===== src/rtl/ssm_pkg.sv =====
// ----------------------------------------------------------------------------
// ssm_pkg
// shared widths, codes and constants of the segmented sieve marker
// ----------------------------------------------------------------------------
package ssm_pkg;

   localparam int SSM_WINDOW_SIZE = 4096;

   localparam int VALUE_W     = 31;
   localparam int STEP_W      = 16;
   localparam int COUNT_W     = 13;
   localparam int POS_W       = 32;
   localparam int REQ_TDATA_W = 48;
   localparam int RSP_TDATA_W = 16;
   localparam int CSR_INDEX_W = 1;
   localparam int DIV_STEPS_W = 5;

   localparam logic [COUNT_W-1:0] COUNT_MAX = 13'd8191;

   localparam logic [CSR_INDEX_W-1:0] CSR_SEGMENT_LOW  = 1'b0;
   localparam logic [CSR_INDEX_W-1:0] CSR_SEGMENT_HIGH = 1'b1;

   localparam logic KIND_CLEAR = 1'b0;
   localparam logic KIND_MARK  = 1'b1;

   localparam logic [VALUE_W-1:0] SEGMENT_LOW_RESET  = 31'd0;
   localparam logic [VALUE_W-1:0] SEGMENT_HIGH_RESET = 31'd4095;

endpackage


===== src/rtl/ssm_rem.sv =====
// ----------------------------------------------------------------------------
// ssm_rem
// restoring remainder unit, one dividend bit per cycle
// ----------------------------------------------------------------------------
module ssm_rem
   import ssm_pkg::*;
(
   input  logic               clock,
   input  logic               reset,
   input  logic               start,
   input  logic [VALUE_W-1:0] dividend,
   input  logic [STEP_W-1:0]  divisor,
   output logic               done,
   output logic [STEP_W-1:0]  remainder
);

   localparam logic [DIV_STEPS_W-1:0] LAST_STEP = DIV_STEPS_W'(VALUE_W - 1);

   logic                   busy_ff, busy_in;
   logic                   done_ff, done_in;
   logic [DIV_STEPS_W-1:0] cnt_ff, cnt_in;
   logic [VALUE_W-1:0]     dvd_ff, dvd_in;
   logic [STEP_W-1:0]      div_ff, div_in;
   logic [STEP_W-1:0]      rem_ff, rem_in;
   logic [STEP_W:0]        trial;

   always_comb begin
      busy_in = busy_ff;
      done_in = 1'b0;
      cnt_in  = cnt_ff;
      dvd_in  = dvd_ff;
      div_in  = div_ff;
      rem_in  = rem_ff;
      trial   = {rem_ff, dvd_ff[VALUE_W-1]};
      if (start) begin
         busy_in = 1'b1;
         cnt_in  = '0;
         dvd_in  = dividend;
         div_in  = divisor;
         rem_in  = '0;
      end else if (busy_ff) begin
         if (trial >= {1'b0, div_ff}) begin
            rem_in = STEP_W'(trial - {1'b0, div_ff});
         end else begin
            rem_in = trial[STEP_W-1:0];
         end
         dvd_in = {dvd_ff[VALUE_W-2:0], 1'b0};
         cnt_in = cnt_ff + 1'b1;
         if (cnt_ff == LAST_STEP) begin
            busy_in = 1'b0;
            done_in = 1'b1;
         end
      end
   end

   always_ff @(posedge clock) begin
      if (reset) begin
         busy_ff <= 1'b0;
         done_ff <= 1'b0;
         cnt_ff  <= '0;
      end else begin
         busy_ff <= busy_in;
         done_ff <= done_in;
         cnt_ff  <= cnt_in;
      end
      dvd_ff <= dvd_in;
      div_ff <= div_in;
      rem_ff <= rem_in;
   end

   assign done      = done_ff;
   assign remainder = rem_ff;

endmodule


===== config.mk =====
export PLATFORM = sky130hd
export DESIGN_NAME = ssm_rem
export DESIGN_NICKNAME = d
export VERILOG_FILES = /design/src/rtl/ssm_pkg.sv /design/src/rtl/ssm_rem.sv
export SDC_FILE = /design/constraint.sdc
export NUM_CORES = 1
export LEC_CHECK = 0
export ABC_AREA = 1
export BUFFER_PORTS_ARGS = -buffer_cell sky130_fd_sc_hd__buf_2
export CORE_MARGIN = 3
export CORE_UTILIZATION = 55
export CTS_CLUSTER_DIAMETER = 150
export DETAILED_ROUTE_END_ITERATION = 16
export PLACE_DENSITY_LB_ADDON = 0.2
export SLEW_MARGIN = 20
export SYNTH_ARGS = -nofsm -noshare
export SYNTH_HDL_FRONTEND = slang
export SYNTH_SLANG_ARGS = --single-unit
export TNS_END_PERCENT = 30

===== constraint.sdc =====
create_clock -name clock -period 2 [get_ports clock]
set_input_delay 0.3 -clock clock [delete_from_list [all_inputs] [get_ports clock]]
set_output_delay 0.3 -clock clock [all_outputs]
set_load 0.05 [all_outputs]

==> flow_metrics.env <==
export IMPL_post_route_drc_count=0
export IMPL_finClkSkew_ns=0.0114
export IMPL_drt_first_pass_iters=5
export IMPL_ioPinCount=67
export IMPL_setup_tns_ns=0
export IMPL_worst_setup_hold_path_clk_slew_ns=0.07
export IMPL_worst_ep_arrival_time_ns=2.18
export IMPL_tritoncts_num_buffers=9
export IMPL_hold_path_class="input port to flip-flop"
export IMPL_design_die_area_sq_mm=0.00842
export IMPL_rows=30
export IMPL_drv_slew=0
export IMPL_yosys_warnings=0
export IMPL_wirelength_routed_microns=9890
export IMPL_fin_util_pct=71.0
export IMPL_synth_cell_types=32
export IMPL_synth_area_per_cell_sq_um=7.72
export IMPL_die_y_microns=91.8
export IMPL_cts_tree="done"
export IMPL_post_synth_edffs=47
export IMPL_dpl_cell_area_sq_mm=0.00453
export IMPL_fin_crit_sh_pct=97.9
export IMPL_place_congestion=1.01
export IMPL_final_hold_viol_count=0
export IMPL_holdBufCountCts=0
export IMPL_path_max_fanout=4
export IMPL_setup_slack_ns=0.0411
export IMPL_crit_path_start_kind="flip-flop"
export IMPL_final_min_clock_period_ns=1.96
export IMPL_largest_net_degree_at_the_start_of_global_routing=42
export IMPL_clock_tree_buffer_depth=2
export IMPL_worst_setup_path_type="flip-flop to flip-flop"
export IMPL_wl_per_cell_microns=14.1
export IMPL_via_count_of_the_first_global_routing_pass=3481
export IMPL_syn_cell_area_sq_mm=0.00405
export IMPL_async_flop_share_pct=0
export IMPL_slew_limit_headroom_pct=41.7
export IMPL_die_width_microns=91.8
export IMPL_antenna_violations_before_repair=0
export IMPL_fin_nets=669
export IMPL_grt_overflow_total=0
export IMPL_worst_ir_drop_vdd_mv=0.440
export IMPL_multiInputGateArea_sq_mm=0.00198
export IMPL_num_antenna_cells=0
export IMPL_first_iter_violations=261
export IMPL_synth_fp_nets=593
export IMPL_final_area_sq_mm=0.00493
export IMPL_avgViaCountPerCell=5.16
export IMPL_clock_tree_root_cell="sky130_fd_sc_hd__clkbuf_8"
export IMPL_clock_fmax_ghz=0.510
export IMPL_tightest_slew_ns=0.874
export IMPL_hold_slack_ns=0.131
export IMPL_antenna_left=0
export IMPL_p_per_area_mw_per_mm2=641
export IMPL_placement_setup_worst_slack_ns=-0.0277
export IMPL_clock_insertion_delay_worst_skew_ns=0.34
export IMPL_finalNonFillerCells=701
export IMPL_post_synth_inst_count=524
export IMPL_worstSetupEndpointType="flip-flop"
export IMPL_dpl_cell_count=682
export IMPL_flow_area_growth_from_synthesis_pct=21.8
export IMPL_outcome="finished, final reports clean"
export IMPL_ys_seq_elements=70
export IMPL_setup_viol_count_final=0
export IMPL_cts_sinks=70
export IMPL_core_region_area_sq_mm=0.00694
export IMPL_final_layout_size_suffix_gt1_share_pct=24.6
export IMPL_fill_cells=573
export IMPL_via_count=3616
export IMPL_drv_cap=0
export IMPL_global_route_usage_sum_pct=23.1
export IMPL_seqCellArea_sq_mm=0.00189
export IMPL_seq_area_frac_synth_pct=46.3
export IMPL_totalPowerFinal_mw=3.16
export IMPL_grt_pass1_wl_microns=15600
export IMPL_floorplan_initialDensity_pct=58.3
export IMPL_cts_htree_levels=3
export IMPL_place_hpwl_microns=6880
export IMPL_synthFlopType="sky130_fd_sc_hd__edfxtp_1"
export IMPL_critPathRequiredTime_ns=2.22
export IMPL_port_buffers=66
export IMPL_cellLeakagePower_nw=2.53
export IMPL_rsz0062_at_grt="true"
-- synth_stat cells (all sizes together), types with 7 or more instances --
cell / number / area, sq um
clkbuf: 9 / 33.8
ha: 18 / 225
nor2: 25 / 121
edfxtp: 47 / 1410
inv: 78 / 293
nand2: 222 / 858
dfxtp: 23 / 460
nand3: 42 / 235
a21oi: 12 / 60.1
o21ai: 7 / 35.0
nand3b: 7 / 52.6
-- power breakdown --
| part | leakage (nW) | switching [mW] | internal, mW | total, mW |
|---|---|---|---|---|
| clock | 0.0921 | 0.507 | 0.512 | 1.02 |
| sequential | 0.669 | 0.0338 | 1.66 | 1.69 |
| combinational | 1.77 | 0.273 | 0.178 | 0.450 |
-- layer usage --
layer / routed length (microns) / vias up / GRT usage (%)
li1: - / 1806 / -
met1: 3970 / 1637 / 29.8
met2: 4990 / 148 / 38.3
met3: 692 / 25 / 4.84
met4: 235 / 0 / 8.54
met5: 0 / - / 0
-- cells in the final DEF, fill, tap and decap left out, types with 2 or more instances in the layout --
| cell | count |
|---|---|
| sky130_fd_sc_hd__nand2_1 | 211 |
| sky130_fd_sc_hd__inv_1 | 76 |
| sky130_fd_sc_hd__buf_2 | 66 |
| sky130_fd_sc_hd__edfxtp_1 | 47 |
| sky130_fd_sc_hd__nand3_1 | 36 |
| sky130_fd_sc_hd__nor2_1 | 18 |
| sky130_fd_sc_hd__dfxtp_2 | 14 |
| sky130_fd_sc_hd__a21oi_1 | 12 |
| sky130_fd_sc_hd__ha_4 | 11 |
| sky130_fd_sc_hd__clkbuf_8 | 11 |
| sky130_fd_sc_hd__dfxtp_1 | 9 |
| sky130_fd_sc_hd__nand2_2 | 8 |
| sky130_fd_sc_hd__buf_4 | 8 |
| sky130_fd_sc_hd__nand3b_1 | 7 |
| sky130_fd_sc_hd__nand3_2 | 6 |
| sky130_fd_sc_hd__nor3_1 | 6 |
| sky130_fd_sc_hd__nand4_1 | 6 |
| sky130_fd_sc_hd__xnor2_1 | 6 |
| sky130_fd_sc_hd__ha_1 | 6 |
| sky130_fd_sc_hd__o21ai_0 | 5 |
| sky130_fd_sc_hd__nor2_2 | 4 |
| sky130_fd_sc_hd__nor2_4 | 3 |
| sky130_fd_sc_hd__clkinv_2 | 3 |
| sky130_fd_sc_hd__buf_12 | 3 |
| sky130_fd_sc_hd__inv_2 | 2 |
| sky130_fd_sc_hd__nand2_4 | 2 |
| sky130_fd_sc_hd__or2_2 | 2 |
| sky130_fd_sc_hd__o21ai_1 | 2 |
| sky130_fd_sc_hd__buf_6 | 2 |
-- repair_timing --
action                                  CTS  global route
endpoints found under the setup margin    2            16
pin swaps                                 0             5
gates resized for setup                   1            35
buffers inserted                          0             3
-- registers in the layout (all words and copies together), names as in the netlist --
signal,cells
busy_ff,1
cnt_ff,5
div_ff,16
done,1
dvd_ff,31
remainder,16
-- cell families after synthesis --
family / after synthesis / share of synthesized area (%)
compound gates: 23 / 3.06
xor+xnor: 7 / 1.52
fa+ha+maj: 19 / 6.06
buf+inv: 92 / 9.31
flops: 70 / 46.3
simple gates: 313 / 33.8
-- final timing paths --
path | start | endpoint | slack (ns) | depth (start not counted)
worst max-delay path | dvd_ff[30] | remainder[6] | 0.04 | 12
worst min-delay path | reset | busy_ff | 0.13 | 2
worst max register to register | dvd_ff[30] | remainder[6] | 0.04 | 12
worst min register to register | remainder[8] | remainder[8] | 0.49 | 2
-- final cells by class --
class,count,share of cell area [%]
clock buffers,12,3.15
clock inverters,4,0.457
inverters,78,5.94
multi-input cells,362,40.1
flip-flops and latches,70,38.3
well taps,96,2.44
repair buffers,79,9.59
-- worst max-delay path, stage by stage (launching register included) --
cell and delay (ns):
sky130_fd_sc_hd__edfxtp_1 0.37, sky130_fd_sc_hd__inv_2 0.07, sky130_fd_sc_hd__ha_1 0.18, sky130_fd_sc_hd__inv_2 0.07
sky130_fd_sc_hd__fa_2 0.35, sky130_fd_sc_hd__nand3_1 0.12, sky130_fd_sc_hd__nand3_2 0.11, sky130_fd_sc_hd__nand2_1 0.07
sky130_fd_sc_hd__nand2_1 0.09, sky130_fd_sc_hd__xnor2_1 0.21, sky130_fd_sc_hd__nand2_1 0.09, sky130_fd_sc_hd__nand3_1 0.07
sky130_fd_sc_hd__nand2_1 0.05
(Power assumes the default switching activity.)
